File: src/hdl/egcd_pkg.sv
// Package for the extended Euclidean block: field widths, transaction payload
// structs and the status struct of the shared division unit.
// No dependencies.
package egcd_pkg;

    localparam int VALUE_WIDTH_DEF = 31;
    localparam int IN_W            = 31;
    localparam int GCD_W           = 31;
    localparam int COEF_W          = 32;

    typedef struct packed {
        logic [IN_W-1:0] first_value;
        logic [IN_W-1:0] second_value;
    } t_in_item;

    typedef struct packed {
        logic [GCD_W-1:0]         gcd_value;
        logic signed [COEF_W-1:0] coef_larger;
        logic signed [COEF_W-1:0] coef_smaller;
        logic                     first_was_larger;
    } t_out_item;

    typedef struct packed {
        logic busy;
        logic done;
    } t_div_stat;

endpackage

File: src/hdl/extended_gcd_bezout.sv
// Top level of the extended Euclidean block: operand ordering, step sequencer,
// coefficient registers and result register. Uses egcd_pkg and egcd_div_unit.
//
// Channel | Direction | Handshake                | Payload
// input   | in        | i_in_valid / o_in_ready  | i_in_data  (t_in_item)
// output  | out       | o_out_valid / i_out_ready| o_out_data (t_out_item)
//
// Each remainder step is one pass through the bit-serial divider.
// Only one item is in flight: o_in_ready is high while the sequencer is idle.
// The result register lets a new transaction in while a result waits; a finished
// item holds in place until that register is free. Reset is synchronous, active low.
module extended_gcd_bezout
    import egcd_pkg::*;
#(
    parameter int VALUE_WIDTH = VALUE_WIDTH_DEF
) (
    input  logic      i_clk,
    input  logic      i_rst_n,
    input  logic      i_in_valid,
    output logic      o_in_ready,
    input  t_in_item  i_in_data,
    output logic      o_out_valid,
    input  logic      i_out_ready,
    output t_out_item o_out_data
);

    localparam logic [1:0] S_IDLE   = 2'd0;
    localparam logic [1:0] S_CHECK  = 2'd1;
    localparam logic [1:0] S_DIV    = 2'd2;
    localparam logic [1:0] S_FINISH = 2'd3;

    logic [1:0]             r_state;
    logic [1:0]             n_state;
    logic [VALUE_WIDTH-1:0] r_r0;
    logic [VALUE_WIDTH-1:0] r_r1;
    logic [COEF_W-1:0]      r_s0;
    logic [COEF_W-1:0]      r_s1;
    logic [COEF_W-1:0]      r_t0;
    logic [COEF_W-1:0]      r_t1;
    logic                   r_first_big;
    logic                   r_out_valid;
    t_out_item              r_out;

    logic [VALUE_WIDTH-1:0] x_val;
    logic [VALUE_WIDTH-1:0] y_val;
    logic                   x_big;
    logic                   in_accept;
    logic                   div_start;
    logic                   out_load;
    t_div_stat              div_stat;
    logic [VALUE_WIDTH-1:0] div_rem;
    logic [COEF_W-1:0]      div_qs;
    logic [COEF_W-1:0]      div_qt;

    assign x_val     = VALUE_WIDTH'(i_in_data.first_value);
    assign y_val     = VALUE_WIDTH'(i_in_data.second_value);
    assign x_big     = (x_val > y_val);
    assign o_in_ready = (r_state == S_IDLE);
    assign in_accept = i_in_valid && o_in_ready;
    assign div_start = (r_state == S_CHECK) && (r_r1 != '0);
    assign out_load  = (r_state == S_FINISH) && (!r_out_valid || i_out_ready);

    egcd_div_unit #(
        .VALUE_WIDTH(VALUE_WIDTH)
    ) u_div (
        .i_clk      (i_clk),
        .i_rst_n    (i_rst_n),
        .i_start    (div_start),
        .i_dividend (r_r0),
        .i_divisor  (r_r1),
        .i_s1       (r_s1),
        .i_t1       (r_t1),
        .o_stat     (div_stat),
        .o_rem      (div_rem),
        .o_qs       (div_qs),
        .o_qt       (div_qt)
    );

    always_comb begin
        n_state = r_state;
        unique case (r_state)
            S_IDLE: begin
                if (in_accept) n_state = S_CHECK;
            end
            S_CHECK: begin
                n_state = (r_r1 == '0) ? S_FINISH : S_DIV;
            end
            S_DIV: begin
                if (div_stat.done) n_state = S_CHECK;
            end
            S_FINISH: begin
                if (out_load) n_state = S_IDLE;
            end
            default: n_state = S_IDLE;
        endcase
    end

    always_ff @(posedge i_clk) begin
        if (!i_rst_n) begin
            r_state     <= S_IDLE;
            r_out_valid <= 1'b0;
        end else begin
            r_state <= n_state;
            if (out_load) begin
                r_out_valid <= 1'b1;
            end else if (i_out_ready) begin
                r_out_valid <= 1'b0;
            end
        end
    end

    always_ff @(posedge i_clk) begin
        if (in_accept) begin
            r_first_big <= x_big;
            r_r0        <= x_big ? x_val : y_val;
            r_r1        <= x_big ? y_val : x_val;
            r_s0        <= COEF_W'(1);
            r_s1        <= '0;
            r_t0        <= '0;
            r_t1        <= COEF_W'(1);
        end else if ((r_state == S_DIV) && div_stat.done) begin
            r_r0 <= r_r1;
            r_r1 <= div_rem;
            r_s0 <= r_s1;
            r_s1 <= r_s0 - div_qs;
            r_t0 <= r_t1;
            r_t1 <= r_t0 - div_qt;
        end
    end

    always_ff @(posedge i_clk) begin
        if (out_load) begin
            r_out.gcd_value        <= GCD_W'(r_r0);
            r_out.coef_larger      <= r_s0;
            r_out.coef_smaller     <= r_t0;
            r_out.first_was_larger <= r_first_big;
        end
    end

    assign o_out_valid = r_out_valid;
    assign o_out_data  = r_out;

    // The divider may only run while the sequencer waits on it.
    a_div_only_in_div: assert property (@(posedge i_clk) disable iff (!i_rst_n)
        div_stat.busy |-> (r_state == S_DIV))
        else $error("divider busy outside the division state");

    // A completion pulse must come after a division was started for this step.
    a_done_in_div: assert property (@(posedge i_clk) disable iff (!i_rst_n)
        div_stat.done |-> (r_state == S_DIV) && $past(div_stat.busy))
        else $error("divider completion without a running division");

    // The remainder sequence never grows: the smaller operand never exceeds the larger.
    a_order_kept: assert property (@(posedge i_clk) disable iff (!i_rst_n)
        (r_state == S_CHECK) |-> (r_r1 <= r_r0))
        else $error("remainder sequence out of order");

    // An accepted transaction starts the step loop on the next cycle.
    a_accept_starts: assert property (@(posedge i_clk) disable iff (!i_rst_n)
        in_accept |=> (r_state == S_CHECK))
        else $error("accepted transaction did not start the sequencer");

endmodule

File: src/hdl/egcd_div_unit.sv
// Shared restoring divider, one quotient bit per cycle. Alongside the remainder
// it accumulates the quotient times both Bezout coefficients, modulo 2^COEF_W.
// Depends on egcd_pkg.
module egcd_div_unit
    import egcd_pkg::*;
#(
    parameter int VALUE_WIDTH = VALUE_WIDTH_DEF
) (
    input  logic                   i_clk,
    input  logic                   i_rst_n,
    input  logic                   i_start,
    input  logic [VALUE_WIDTH-1:0] i_dividend,
    input  logic [VALUE_WIDTH-1:0] i_divisor,
    input  logic [COEF_W-1:0]      i_s1,
    input  logic [COEF_W-1:0]      i_t1,
    output t_div_stat              o_stat,
    output logic [VALUE_WIDTH-1:0] o_rem,
    output logic [COEF_W-1:0]      o_qs,
    output logic [COEF_W-1:0]      o_qt
);

    localparam int CNT_W = $clog2(VALUE_WIDTH);

    logic                   r_busy;
    logic                   r_done;
    logic [CNT_W-1:0]       r_cnt;
    logic [VALUE_WIDTH-1:0] r_rem;
    logic [VALUE_WIDTH-1:0] r_dvd;
    logic [VALUE_WIDTH-1:0] r_dsr;
    logic [COEF_W-1:0]      r_s1;
    logic [COEF_W-1:0]      r_t1;
    logic [COEF_W-1:0]      r_qs;
    logic [COEF_W-1:0]      r_qt;

    logic [VALUE_WIDTH:0]   trial;
    logic [VALUE_WIDTH:0]   diff;
    logic                   q_bit;
    logic [VALUE_WIDTH-1:0] n_rem;

    assign trial = {r_rem, r_dvd[VALUE_WIDTH-1]};
    assign diff  = trial - {1'b0, r_dsr};
    assign q_bit = (trial >= {1'b0, r_dsr});
    // The partial remainder stays below the divisor, so it fits the operand width.
    assign n_rem = q_bit ? diff[VALUE_WIDTH-1:0] : trial[VALUE_WIDTH-1:0];

    always_ff @(posedge i_clk) begin
        if (!i_rst_n) begin
            r_busy <= 1'b0;
            r_done <= 1'b0;
            r_cnt  <= '0;
        end else begin
            r_done <= 1'b0;
            if (i_start) begin
                r_busy <= 1'b1;
                r_cnt  <= CNT_W'(VALUE_WIDTH - 1);
            end else if (r_busy) begin
                r_cnt <= r_cnt - 1'b1;
                if (r_cnt == '0) begin
                    r_busy <= 1'b0;
                    r_done <= 1'b1;
                end
            end
        end
    end

    always_ff @(posedge i_clk) begin
        if (i_start) begin
            r_rem <= '0;
            r_dvd <= i_dividend;
            r_dsr <= i_divisor;
            r_s1  <= i_s1;
            r_t1  <= i_t1;
            r_qs  <= '0;
            r_qt  <= '0;
        end else if (r_busy) begin
            r_rem <= n_rem;
            r_dvd <= r_dvd << 1;
            // Quotient bits arrive most significant first: shift and add.
            r_qs  <= (r_qs << 1) + (q_bit ? r_s1 : '0);
            r_qt  <= (r_qt << 1) + (q_bit ? r_t1 : '0);
        end
    end

    assign o_stat.busy = r_busy;
    assign o_stat.done = r_done;
    assign o_rem       = r_rem;
    assign o_qs        = r_qs;
    assign o_qt        = r_qt;

endmodule

File: config.mk
export PLATFORM = sky130hd
export DESIGN_NAME = extended_gcd_bezout
export DESIGN_NICKNAME = d
export VERILOG_FILES = /design/src/hdl/egcd_pkg.sv /design/src/hdl/extended_gcd_bezout.sv /design/src/hdl/egcd_div_unit.sv
export SDC_FILE = /design/constraint.sdc
export NUM_CORES = 1
export LEC_CHECK = 0
export ABC_AREA = 1
export BUFFER_PORTS_ARGS = -buffer_cell sky130_fd_sc_hd__buf_4
export CORE_ASPECT_RATIO = 0.6
export CORE_MARGIN = 2
export CORE_UTILIZATION = 43
export DETAILED_ROUTE_END_ITERATION = 16
export PLACE_DENSITY_LB_ADDON = 0.05
export SETUP_SLACK_MARGIN = 0.5
export SYNTH_ARGS = -nofsm -noshare
export SYNTH_HDL_FRONTEND = slang
export SYNTH_SLANG_ARGS = --single-unit
File: constraint.sdc
create_clock -name i_clk -period 17.1 [get_ports i_clk]
set_clock_uncertainty 0.05 [all_clocks]
set_input_delay 3.42 -clock i_clk [delete_from_list [all_inputs] [get_ports i_clk]]
set_output_delay 3.42 -clock i_clk [all_outputs]
set_load 0.02 [all_outputs]
# Word level (Yosys, flattened, before mapping)
# Cells that the tools add are included.
[totals]
output_inout_bits = 98
elab_cells = 80
ff_bits = 518
[classes]
n_eq_ne = 6
magnitude_cmp = 2
reduce_logical = 16
n_addsub = 6
mux = 24
bitwise_logic = 2
[op_table]
columns = ["cell", "count"]
rows = [
  ["$mux W31", 9],
  ["$add A32 B32 Y32", 2],
  ["$mux W32", 2],
  ["$sub A32 B32 Y32", 2],
  ["$ge A32 B31 Y1", 1],
  ["$gt A31 B31 Y1", 1],
  ["$logic_not A31 Y1", 1],
  ["$reduce_bool A31 Y1", 1],
  ["$sub A31 B31 Y31", 1],
  ["$mux W5", 2],
  ["$pmux W2 S4", 1],
  ["$mux W1", 7],
  ["$mux W2", 3],
  ["$reduce_bool A2 Y1", 3],
  ["$logic_not A5 Y1", 1],
  ["$sub A5 B1 Y5 const B", 1],
  ["$eq A2 B2 Y1 const B", 2],
  ["$logic_and A1 B1 Y1", 4],
  ["$ne A2 B1 Y1 const B", 2],
  ["$reduce_and A3 Y1", 1],
  ["$reduce_or A3 Y1", 1],
  ["$eq A2 B1 Y1 const B", 1],
  ["$logic_not A2 Y1", 1],
  ["$ne A2 B2 Y1 const B", 1],
  ["4 further kinds", 5],
]

# Longest topological paths before layout
# Gate-level depths: netlist of run 1.
[logic_depth]
depth_word = 5
mapped_depth = 30
ltp_nobuf = 28

# Modules after synthesis
# A second synthesis of run 1 with hierarchy kept.
[hier_totals]
cells_unflattened = 4151
hier_area_um2 = 30793.3
[by_module_without_submodules]
columns = ["mod", "cells_per_inst", "area_each_um2", "instances"]
rows = [
  ["extended_gcd_bezout", 2318, 16859.9, 1],
  ["egcd_div_unit", 1833, 13933.4, 1],
]

# Worst setup path after synthesis of run 1
# No wires, ideal clock.
[synth_timing]
path_type = "input to register"
startpoint = "input i_out_ready"
endpoint = "register r_out, in the netlist o_out_data[0] (enable)"
t_arrival_ns = 7.525
path_slack_ns = 8.971
stages = 2
t_required_ns = 16.496
n_path_buf = 0
cell_sequence = "nor2_1 -> nor2_1"
[synth_via]
elab_chain_cells = 2
[synth_rtl]
columns = ["element", "line", "source"]
rows = [
  ["start, declared", "extended_gcd_bezout.sv:23", "input logic i_out_ready,"],
  ["$logic_or A1 B1 Y1", "extended_gcd_bezout.sv:61", "assign out_load = (r_state == S_FINISH) && (!r_out_valid || i_out_ready);"],
  ["$logic_and A1 B1 Y1", "extended_gcd_bezout.sv:61", ""],
  ["named net out_load", "extended_gcd_bezout.sv:49", "logic out_load;"],
  ["end, declared", "extended_gcd_bezout.sv:42", "t_out_item r_out;"],
]
# The timed path passes the listed nets, and every way through them passes these cells.
# A chain may end at the register's enable or synchronous reset.

# Final worst setup path of run 1
[layout_timing]
startpoint = "register u_div.r_dvd[30]"
endpoint = "register u_div.r_qs[29], in the netlist u_div.o_qs[29]"
[layout_via]
elab_chain_cells = 3
[layout_rtl]
columns = ["element", "line", "source"]
rows = [
  ["start, declared", "egcd_div_unit.sv:28", "logic [VALUE_WIDTH-1:0] r_dvd;"],
  ["start signal, assigned", "egcd_div_unit.sv:69", "r_dvd <= i_dividend;"],
  ["start signal, assigned", "egcd_div_unit.sv:77", "r_dvd <= r_dvd << 1;"],
  ["$ge A32 B31 Y1", "egcd_div_unit.sv:42", "assign q_bit = (trial >= {1'b0, r_dsr});"],
  ["$mux W32", "egcd_div_unit.sv:79", "r_qs <= (r_qs << 1) + (q_bit ? r_s1 : '0);"],
  ["$add A32 B32 Y32", "egcd_div_unit.sv:79", ""],
  ["end signal, assigned", "egcd_div_unit.sv:79", ""],
  ["end, declared", "egcd_div_unit.sv:32", "logic [COEF_W-1:0] r_qs;"],
]
# No other way between the ends.

==> metrics.yaml, run 1 <==
clock-sinks: 518
netlist.area_leader.share: 0.292
clockBufferDepth: 3
hold-path-endpoint: "u_div.r_s1[15]$_DFFE_PP_"
syn2layout_area_growth_pct: 12.8
rsz0062_at_grt: "no"
worstPathRequired_ps: 17550
cts_tree: "built"
wirelength_mm: 92.2
cts_made_buffers: 52
powerDensity_nw_per_um2: 111
whs_path_depth: 0
critPathCaptureType: "flop"
leakage_nw: 15.3
ys.flop_type: "edfxtp_1"
maxCapViolCount: 0
p_sw_frac: 0.355
p_clk_frac: 0.321
relSlewSlack: 0.259
fin_nets: 4103
coreArea_um2: 67800
period_needed_ps: 6280
combPwrFrac: 0.281
portBuffers: 163
post_cts_resized: 0
num_rows: 74
vias: 25300
grt_pass1_vias: 22400
clk_root_buffer_cell: "clkbuf_16"
met1Wirelength_mm: 52.0
tns_ps: 0
initialDrtViolationCount: 2729
mappedNetlistNets: 3969
postCtsSetupRepairBufs: 0
start_util: 0.432
netlist_instances: 3712
slowest_delay_ps: 870
post-route-period-util: 0.367
layout-drive-gt1-share: 0.0818
routed-wl-met3_mm: 9.63
status: "completed"
hold_buffers: 0
cts_max_level: 2
fp.dieW_um: 341
drc_errors: 0
hp-class: "reg2reg"
seq_area_frac_synth: 0.451
synth.cell_area_um2: 29300
path_clk_slew_ps: 70
ys_warn_count: 0
crit_top_cell: "nand2_1"
crit_slowest_cell: "o21ai_0"
grt_max_degree: 132
yosysUniqueCellTypes: 48
fmax_mhz: 159
async_flop_share: 0
hold_violations: 0
r2r-end: "u_div.o_qs[29]$_SDFFE_PP0P_"
setup_viol: 0
tightest_slew_ps: 1100
yosys_register_bits: 518
fin_util: 0.488
overflow: 0
gp_congestion: 0.948
p_int_mw: 2.38
routedWlPerCell_um: 19.2
dr.max_layer_used: "met4"
worst-setup-path-type: "reg2reg"
gr-usage-all-layers: 0.259
min_from: "r_s1[15]$_SDFFE_PP0P_"
cp-start-kind: "flop"
switching_power_mw: 1.31
avgSynthCellArea_um2: 7.90
yosysTopAreaCell: "edfxtp_1"
grt_pass1_wl_mm: 139
ff2ff_path_depth: 26
peakVddDrop_v: 0.0000734
postRouteAntennaNets: 0
ff2ff_setup_slack_ps: 10820
p_seq_frac: 0.397
vias_per_cell: 5.27
firstDrtPassIters: 6
dpl.hpwl_mm: 68.9
synthTopCellsByArea: "edfxtp_1, dfxtp_1, nand2_1"
arrival_ps: 6730
synth_edf_count: 285
die_area_um2: 70300
io_pins: 164
grt_antenna_before_repair: 1
nFillCells: 6739
postLayoutCellArea_um2: 33100
worstSkewPairLatency_ps: 630
slew_viol_final: 0
r2r-start: "u_div.r_dvd[30]$_DFFE_PP_"
placed_area_um2: 31400
crit_path_max_fanout: 31
dieHeight_um: 206
dr_wl_met2_mm: 29.6
[cells in the mapped netlist (26+ instances only)]
cell,n
a21o_1,28
a21oi_1,228
clkbuf_1,52
dfxtp_1,233
edfxtp_1,285
ha_1,186
inv_1,525
nand2_1,955
nand3_1,298
nand4_1,26
nor2_1,260
nor2_2,31
nor3_1,45
o21ai_0,235
o22ai_1,52
xnor2_1,28
xor2_1,39
[cell type report]
cell class | count | area (µm²) | share of cell area
clock buffer | 65 | 1410 | 0.0427
antenna | 1 | 2.50 | 0.0000757
tap | 912 | 1140 | 0.0345
sequential | 518 | 13200 | 0.400
timing repair buffer | 184 | 1390 | 0.0421
clock inverter | 32 | 295 | 0.00893
multi-input combinational | 2561 | 13600 | 0.412
inverter | 529 | 1990 | 0.0601
[kinds of logic after synthesis]
kind of cell	Yosys count	synth area share
AOI/OAI and AO/OA	643	0.123
adders and majority gates	191	0.0828
and+or+nand+nor	1660	0.238
xor gates and xnor gates	67	0.0200
DFF	518	0.451
buffers and inverters	633	0.0858
[layer usage]
metal / up-vias / track usage
met3: 66 / 0.0805
met5: - / 0
met2: 885 / 0.285
met1: 11800 / 0.454
met4: 0 / 0.0384
li1: 12600 / -
[critical path, delay by kind of cell (launching register included)]
kind	cells	cell delay, ps
flip-flops	1	640
adder cells (fa/ha/maj)	3	850
buffers and inverters	6	1520
AND/OR/NAND/NOR	15	2130
AO/OA/AOI/OAI	2	940
[cells in the final DEF (no fill, tap or decap), drive strengths merged, types with 26 or more instances in the layout]
master / count
nand2: 960
inv: 531
nand3: 299
nor2: 293
edfxtp: 285
o21ai: 244
dfxtp: 233
a21oi: 228
ha: 186
buf: 184
clkbuf: 65
o22ai: 52
nor3: 45
xor2: 39
a21o: 28
xnor2: 28
nand4: 26
[power groups by stage]
stage / logic, mW / registers (mW) / clock network (mW)
floorplan: 0.707 / 1.47 / 0
global placement: 1.00 / 1.49 / 0
detailed placement: 0.998 / 1.49 / 0
CTS: 1.00 / 1.46 / 1.21
global route: 1.15 / 1.47 / 1.26
finish: 1.04 / 1.46 / 1.18
[stage by stage]
| stage | cells | worst slack [ps] | hold WS, ps | total power, mW |
|---|---|---|---|---|
| 2_1_floorplan | 3712 | 8970 | 350 | 2.18 |
| 3_3_place_gp | 4704 | 10900 | 363 | 2.49 |
| 3_5_place_dp | 4704 | 10920 | 365 | 2.49 |
| 4_1_cts | 4801 | 11170 | 377 | 3.68 |
| 5_1_grt | 4801 | 10610 | 379 | 3.88 |
| 6_report | 4802 | 10820 | 375 | 3.68 |
[how the worst max path moves through the flow]
stage                                          from                     endpoint  slack, ps
final                     u_div.r_dvd[30]$_DFFE_PP_  u_div.o_qs[29]$_SDFFE_PP0P_      10820
after global routing      u_div.r_dvd[30]$_DFFE_PP_  u_div.o_qs[29]$_SDFFE_PP0P_      10610
after CTS                 u_div.r_dvd[30]$_DFFE_PP_  u_div.o_qs[29]$_SDFFE_PP0P_      11170
after detailed placement              i_in_data[30]           r_r1[30]$_DFFE_PP_      10920
after global placement                i_in_data[30]           r_r0[26]$_DFFE_PP_      10900
after floorplan                         i_out_ready      o_out_data[0]$_DFFE_PP_       8970
[state kept, by name, indices dropped and copies added (netlist names)]
signal and cells:
u_div.o_rem 31, o_out_valid 1, r_first_big 1, r_r0 31, r_t0 32, r_r1 31, u_div.r_busy 1, u_div.o_qs 32
u_div.r_s1 32, u_div.r_dvd 31, u_div.r_cnt 5, r_t1 32, r_s1 32, r_state 2, u_div.r_dsr 31, u_div.r_t1 32
u_div.r_done 1, u_div.o_qt 32, r_s0 32, o_out_data 96
Power figures use the tool's default switching activity.
==> run 2, diff against run 1 <==
--- a/config.mk
+++ b/config.mk
@@ -5,7 +5,7 @@
 export SDC_FILE = /design/constraint.sdc
 export NUM_CORES = 1
 export LEC_CHECK = 0
-export ABC_AREA = 1
+export ABC_AREA = 0
 export BUFFER_PORTS_ARGS = -buffer_cell sky130_fd_sc_hd__buf_4
 export CORE_ASPECT_RATIO = 0.6
 export CORE_MARGIN = 2
==> constraint.sdc (replaced) <==
create_clock -name i_clk -period 6.5 [get_ports i_clk]
set_clock_uncertainty 0.05 [all_clocks]
set_input_delay 1.3 -clock i_clk [delete_from_list [all_inputs] [get_ports i_clk]]
set_output_delay 1.3 -clock i_clk [all_outputs]
set_load 0.02 [all_outputs]
==> run 2 against run 1 <==
Compared with the run above: sequential share of layout area grew 2.0 points; synthesized cell count shrank 24%; flip-flop and latch count is the same; total power grew to 3.0 times the previous value; hold slack gained 15 ps; via count shrank 16%; count of clock-buffer cells in the layout grew 1; die area shrank 5.5%; utilization grew 1.1 points; design area shrank 4.8%; largest cell class unchanged; clock power grew to 2.7 times the previous value.
==> metrics.yaml, run 2 <==
vias: 21200  # was 25300
synthTopCellsByArea: "edfxtp_1, dfxtp_1, ha_1"  # was edfxtp_1, dfxtp_1, nand2_1
drc_errors: 0  # unchanged
peakVddDrop_v: 0.000150  # was 0.0000734 V
hp-class: "reg2reg"  # unchanged
coreArea_um2: 63200  # was 67800 µm²
period_needed_ps: 5710  # was 6280 ps
ys_warn_count: 0  # unchanged
cts_made_buffers: 52  # unchanged
fin_nets: 3181  # was 4103
arrival_ps: 6170  # was 6730 ps
worst-setup-path-type: "reg2reg"  # unchanged
path_clk_slew_ps: 70  # about the same
critPathCaptureType: "flop"  # unchanged
register_area_um2: 13200  # about the same
io_pins: 164  # unchanged
overflow: 0  # unchanged
relSlewSlack: 0.199  # was 0.259
rsz0062_at_grt: "no"  # unchanged
switching_power_mw: 3.93  # was 1.31 mW
yosysUniqueCellTypes: 77  # was 48
grt_max_degree: 95  # was 132
clock-sinks: 518  # unchanged
start_util: 0.438  # was 0.432
vias_per_cell: 5.58  # was 5.27
postRouteAntennaNets: 0  # unchanged
p_int_mw: 7.11  # was 2.38 mW
ys.flop_type: "edfxtp_1"  # unchanged
place_ws_ps: 432  # was 10920 ps
p_sw_frac: 0.356  # was 0.355
powerDensity_nw_per_um2: 351  # was 111 nW/µm²
worstPathRequired_ps: 6970  # was 17550 ps
fp.dieW_um: 331  # was 341 µm
cts_max_level: 2  # unchanged
routedWlPerCell_um: 19.3  # was 19.2 µm
crit_path_max_fanout: 10  # was 31
syn2layout_area_growth_pct: 13.8  # was 12.8%
hold_buffers: 0  # unchanged
fin_ws_ps: 795  # was 10820 ps
worstSkewPairLatency_ps: 620  # was 630 ps
cts_tree: "built"  # unchanged
hold_violations: 0  # unchanged
mappedNetlistNets: 3070  # was 3969
firstDrtPassIters: 6  # unchanged
tns_ps: 0  # unchanged
p_clk_frac: 0.283  # was 0.321
wirelength_mm: 73.3  # was 92.2 mm
netlist_instances: 2813  # was 3712
grt_pass1_vias: 20600  # was 22400
clk_root_buffer_cell: "clkbuf_16"  # unchanged
cp-start-kind: "flop"  # unchanged
combPwrFrac: 0.351  # was 0.281
slowest_delay_ps: 460  # was 870 ps
antenna_cells: 0  # was 1
seq_area_frac_synth: 0.478  # was 0.451
grt_antenna_before_repair: 1  # unchanged
synth_edf_count: 285  # unchanged
yosys_register_bits: 518  # unchanged
synth_most_common_cell: "nand2_1"  # unchanged
nFillCells: 5888  # was 6739
setup_viol: 0  # unchanged
critPathTopFamily: "compound AO/OA/AOI/OAI gates"  # was simple AND/OR/NAND/NOR gates
initialDrtViolationCount: 1899  # was 2729
num_rows: 71  # was 74
status: "completed"  # unchanged
leakage_nw: 13.0  # was 15.3 nW
layout-drive-gt1-share: 0.107  # was 0.0818
crit_chain: "ha_1 -> fa_1 -> nor2b_1 -> o31a_1 -> o21bai_1 -> a31oi_1 -> o21ai_1 -> and4_4 -> nor2_4 -> buf_4 -> and2_1 -> ha_1 -> a211o_1 -> o211ai_1 -> a21bo_2 -> nand3b_1 -> a21oi_1 -> o31ai_1 -> o41ai_1 -> mux2_2 -> o31ai_1"
multi_input_area_um2: 13400  # was 13600 µm²
post-route-period-util: 0.878  # was 0.367
synth.cell_area_um2: 27700  # was 29300 µm²
synth_common_cells: "nand2_1, edfxtp_1, dfxtp_1"  # was nand2_1, inv_1, nand3_1
grt_pass1_wl_mm: 116  # was 139 mm
layout_commonest_cell: "nand2_1"  # unchanged
layout_common_cells: "nand2_1, edfxtp_1, dfxtp_1, o21ai_0, buf_4"  # was nand2_1, inv_1, nand3_1, edfxtp_1, nor2_1
die_area_um2: 66400  # was 70300 µm²
avgSynthCellArea_um2: 9.83  # was 7.90 µm²
clockBufferDepth: 3  # unchanged
gr-usage-all-layers: 0.217  # was 0.259
dpl.hpwl_mm: 51.2  # was 68.9 mm
dieHeight_um: 200  # was 206 µm
p_seq_frac: 0.366  # was 0.397
slew_viol_final: 0  # unchanged
fmax_mhz: 175  # was 159 MHz
netlist.area_leader.share: 0.309  # was 0.292
crit_slowest_cell: "fa_1"  # was o21ai_0
yosysTopAreaCell: "edfxtp_1"  # unchanged
async_flop_share: 0  # unchanged
portBuffers: 163  # unchanged
largest_reg_flops: 96  # unchanged
maxCapViolCount: 0  # unchanged
cp_num_buf_inv: 1  # was 6
tightest_slew_ps: 1200  # was 1100 ps
gp_congestion: 0.901  # was 0.948
==> run 2: cell families (layout without fill, tap and decap cells) <==
kind of cell	Yosys count	in the layout	synth area share
AO/OA/AOI/OAI	740	740	0.174
buffers and inverters	306	458	0.0417
XOR/XNOR	114	114	0.0366
flip-flops	518	518	0.478
AND/OR/NAND/NOR	837	837	0.143
multiplexers	107	107	0.0388
adder cells (fa/ha/maj)	191	191	0.0877
==> run 2: what timing repair did <==
item,4_1_cts,5_1_grt
endpoints found under the setup margin,2,13
hold endpoints to repair,0,0
gates resized for setup,1,10
pin swaps,1,0
gates cloned,0,0
setup buffers,1,0
==> run 2: cell type report <==
cell class	instances	share of cell area
Inverter	170	0.0205
Tap cell	839	0.0333
Clock inverter	29	0.0101
Multi-Input combinational cell	1989	0.425
Clock buffer	66	0.0449
Timing Repair Buffer	193	0.0464
Sequential cell	518	0.420
==> run 2: per-stage QoR <==
stage / util / std cells / cell area, µm² / hold slack (ps) / power [mW]
after CTS: 0.498 / 3804 / 31500 / 391 / 11.1
after detailed placement: 0.470 / 3708 / 29700 / 376 / 7.90
final: 0.499 / 3804 / 31500 / 390 / 11.0
after floorplan: - / 2813 / 27700 / 350 / 6.84
after global placement: 0.470 / 3708 / 29700 / 356 / 7.84
after global routing: 0.499 / 3804 / 31500 / 400 / 11.7
==> run 2: routing by layer <==
layer | GRT usage | share of wire | vias up
met2 | 0.291 | 0.38 | 573
met3 | 0.0411 | 0.065 | 91
met4 | 0.0488 | 0.017 | 0
met1 | 0.351 | 0.53 | 10200
met5 | 0 | 0 | -
li1 | - | - | 10400
==> run 2: worst paths after layout <==
| check | to | slack (ps) | start | cells past startpoint |
|---|---|---|---|---|
| worst max-delay path | u_div.o_qs[18]$_SDFFE_PP0P_ | 790 | u_div.r_dsr[0]$_DFFE_PP_ | 21 |
| worst min-delay path | o_out_data[1]$_DFFE_PP_ | 390 | r_t0[0]$_SDFFE_PP0P_ | 0 |
| worst max register to register | u_div.o_qs[18]$_SDFFE_PP0P_ | 790 | u_div.r_dsr[0]$_DFFE_PP_ | 21 |
| worst min register to register | o_out_data[1]$_DFFE_PP_ | 390 | r_t0[0]$_SDFFE_PP0P_ | 0 |
==> run 2: power groups by stage <==
stage	sequential, mW	clock [mW]	combinational, mW
2_1_floorplan	4.02	0	2.82
3_3_place_gp	4.10	0	3.75
3_5_place_dp	4.11	0	3.79
4_1_cts	4.04	3.21	3.82
5_1_grt	4.08	3.34	4.30
6_report	4.04	3.13	3.88
==> run 3, diff against run 2 <==
--- a/config.mk
+++ b/config.mk
@@ -7,12 +7,13 @@
 export LEC_CHECK = 0
 export ABC_AREA = 0
 export BUFFER_PORTS_ARGS = -buffer_cell sky130_fd_sc_hd__buf_4
-export CORE_ASPECT_RATIO = 0.6
+export CORE_ASPECT_RATIO = 1.5
 export CORE_MARGIN = 2
 export CORE_UTILIZATION = 43
 export DETAILED_ROUTE_END_ITERATION = 16
 export PLACE_DENSITY_LB_ADDON = 0.05
 export SETUP_SLACK_MARGIN = 0.5
+export SLEW_MARGIN = 0
 export SYNTH_ARGS = -nofsm -noshare
 export SYNTH_HDL_FRONTEND = slang
 export SYNTH_SLANG_ARGS = --single-unit
==> run 3 against run 2 <==
Compared with the run above: total power fell by 1.7%; maximum frequency increased by 2.0%; utilization decreased by 0.45 points; count of clock-buffer cells in the layout increased by 9.
==> metrics.yaml, run 3 (synthesis gave the netlist of run 2 again) <==
num_rows: 113  # was 71
p_int_mw: 7.03  # was 7.11 mW
coreArea_um2: 63500  # was 63200 µm²
peakVddDrop_v: 0.000251  # was 0.000150 V
slew_viol_final: 0  # unchanged
hp-class: "reg2reg"  # unchanged
met1_usage: 0.253  # was 0.351
grt_antenna_before_repair: 1  # unchanged
cts_tree: "built"  # unchanged
arrival_ps: 6070  # was 6170 ps
relSlewSlack: 0.315  # was 0.199
layout_commonest_cell: "nand2_1"  # unchanged
cts_made_buffers: 52  # unchanged
vias: 21000  # was 21200
grt_max_degree: 127  # was 95
worstSkewPairLatency_ps: 610  # was 620 ps
cp_num_buf_inv: 1  # unchanged
post-route-period-util: 0.860  # was 0.878
vias_per_cell: 5.58  # about the same
fin_nets: 3173  # was 3181
placed_area_um2: 29600  # was 29700 µm²
fp.dieW_um: 211  # was 331 µm
postRouteAntennaNets: 0  # unchanged
path_clk_slew_ps: 60  # was 70 ps
worst-setup-path-type: "reg2reg"  # unchanged
portBuffers: 163  # unchanged
firstDrtPassIters: 5  # was 6
die_area_um2: 66400  # about the same
use_met3: 0.0266  # was 0.0411
gp_congestion: 0.936  # was 0.901
overflow: 0  # unchanged
grt_pass1_wl_mm: 115  # was 116 mm
dieHeight_um: 315  # was 200 µm
critPathTopFamily: "compound AO/OA/AOI/OAI gates"  # unchanged
initialDrtViolationCount: 1163  # was 1899
slowest_delay_ps: 440  # was 460 ps
grtUsageMet2: 0.415  # was 0.291
clock-sinks: 518  # unchanged
p_clk_frac: 0.279  # was 0.283
powerDensity_nw_per_um2: 346  # was 351 nW/µm²
largest_reg_flops: 96  # unchanged
cts_max_level: 2  # unchanged
worstPathRequired_ps: 6980  # was 6970 ps
busiest_layer: "met2"  # was met1
rsz0062_at_grt: "yes"  # was no
clockBufferDepth: 3  # unchanged
hold_buffers: 0  # unchanged
setup_viol: 0  # unchanged
syn2layout_area_growth_pct: 13.4  # was 13.8%
clk_root_buffer_cell: "clkbuf_16"  # unchanged
period_needed_ps: 5590  # was 5710 ps
maxCapViolCount: 0  # unchanged
switching_power_mw: 3.83  # was 3.93 mW
grt_pass1_vias: 21200  # was 20600
tns_ps: 0  # unchanged
crit_chain: "ha_1 -> a21oi_1 -> o22ai_1 -> o41a_1 -> a211o_1 -> o21ai_1 -> and4_4 -> nor2_4 -> buf_4 -> and2_1 -> ha_1 -> fa_1 -> a211oi_2 -> o21ai_0 -> a21oi_2 -> nor4_1 -> o21ai_0 -> a31oi_1 -> o41ai_1 -> xnor3_1 -> a21oi_1"  # was ha_1 -> fa_1 -> nor2b_1 -> o31a_1 -> o21bai_1 -> a31oi_1 -> o21ai_1 -> and4_4 -> nor2_4 -> buf_4 -> and2_1 -> ha_1 -> a211o_1 -> o211ai_1 -> a21bo_2 -> nand3b_1 -> a21oi_1 -> o31ai_1 -> o41ai_1 -> mux2_2 -> o31ai_1
tightest_slew_ps: 1030  # was 1200 ps
layout_common_cells: "nand2_1, edfxtp_1, dfxtp_1, o21ai_0, ha_1"  # was nand2_1, edfxtp_1, dfxtp_1, o21ai_0, buf_4
cp-start-kind: "flop"  # unchanged
gr-usage-all-layers: 0.219  # was 0.217
status: "completed"  # unchanged
dpl.hpwl_mm: 51.2  # about the same
p_sw_frac: 0.352  # was 0.356
leakage_nw: 12.9  # was 13.0 nW
crit_slowest_cell: "fa_1"  # unchanged
fmax_mhz: 179  # was 175 MHz
start_util: 0.436  # was 0.438
p_seq_frac: 0.373  # was 0.366
layout-drive-gt1-share: 0.102  # was 0.107
drc_errors: 0  # unchanged
combPwrFrac: 0.348  # was 0.351
routedWlPerCell_um: 19.4  # was 19.3 µm
critPathCaptureType: "flop"  # unchanged
io_pins: 164  # unchanged
ff2ff_setup_slack_ps: 910  # was 790 ps
postLayoutCellArea_um2: 31400  # was 31500 µm²
wirelength_mm: 73.0  # was 73.3 mm
crit_path_max_fanout: 11  # was 10
hold_violations: 0  # unchanged
[run 3: cell types whose count changed in the layout (fill, tap and decap cells not counted), sizes merged]
cell / delta
diode: +1
buf: -9
clkinvlp: -5
bufinv: -4
nor2: +1
clkbuf: +9
[run 3: worst reg2reg max path, stage by stage, from the launching register on]
cell and delay (ps):
dfxtp_1 340, ha_1 410, a21oi_1 280, o22ai_1 120, o41a_1 390, a211o_1 300
o21ai_1 180, and4_4 380, nor2_4 110, buf_4 180, and2_1 160, ha_1 220
fa_1 440, a211oi_2 300, o21ai_0 160, a21oi_2 230, nor4_1 100, o21ai_0 220
a31oi_1 170, o41ai_1 340, xnor3_1 270, a21oi_1 160
[run 3: path summary, 6_finish.rpt]
check	from	end	depth (start not counted)
setup / recovery	u_div.o_rem[8]$_SDFFE_PP0P_	u_div.o_qs[31]$_SDFFE_PP0P_	21
hold / removal	r_first_big$_DFFE_PP_	o_out_data[0]$_DFFE_PP_	0
setup reg to reg	u_div.o_rem[8]$_SDFFE_PP0P_	u_div.o_qs[31]$_SDFFE_PP0P_	21
hold reg to reg	r_first_big$_DFFE_PP_	o_out_data[0]$_DFFE_PP_	0
[run 3: layout make-up]
type	count	area, µm²
flip-flops and latches	518	13200
diodes	1	2.50
multi-input cells	1990	13400
inverters	170	643
fillers	5886	32100
well taps	805	1010
clock inverters	20	163
clock buffers	75	1530
repair buffers	184	1430
[run 3: power by group through the flow]
stage	registers [mW]	clock network, mW	logic [mW]
after global routing	4.08	3.22	4.22
after floorplan	4.02	0	2.82
after CTS	4.05	3.12	3.79
final	4.05	3.03	3.78
after detailed placement	4.12	0	3.72
after global placement	4.11	0	3.69
[run 3: layer usage]
metal,vias up,wire [µm]
li1,10400,-
met1,10200,29900
met2,341,38700
met3,109,2230
met4,0,2190
met5,-,0
[run 3: repair_timing]
action,in CTS,in global routing
buffers inserted,3,0
gates cloned,1,0
resized for setup,1,5
pin swaps,1,0
endpoints found under the setup margin,6,8
[run 3: through the flow]
step | hold slack [ps] | util | total power [mW] | setup slack [ps] | std cells
6_report | 377 | 0.494 | 10.9 | 908 | 3763
4_1_cts | 380 | 0.494 | 11.0 | 637 | 3762
3_5_place_dp | 366 | 0.467 | 7.85 | 214 | 3663
2_1_floorplan | 350 | - | 6.84 | 1110 | 2813
5_1_grt | 384 | 0.494 | 11.5 | 452 | 3762
3_3_place_gp | 360 | 0.467 | 7.80 | 407 | 3663
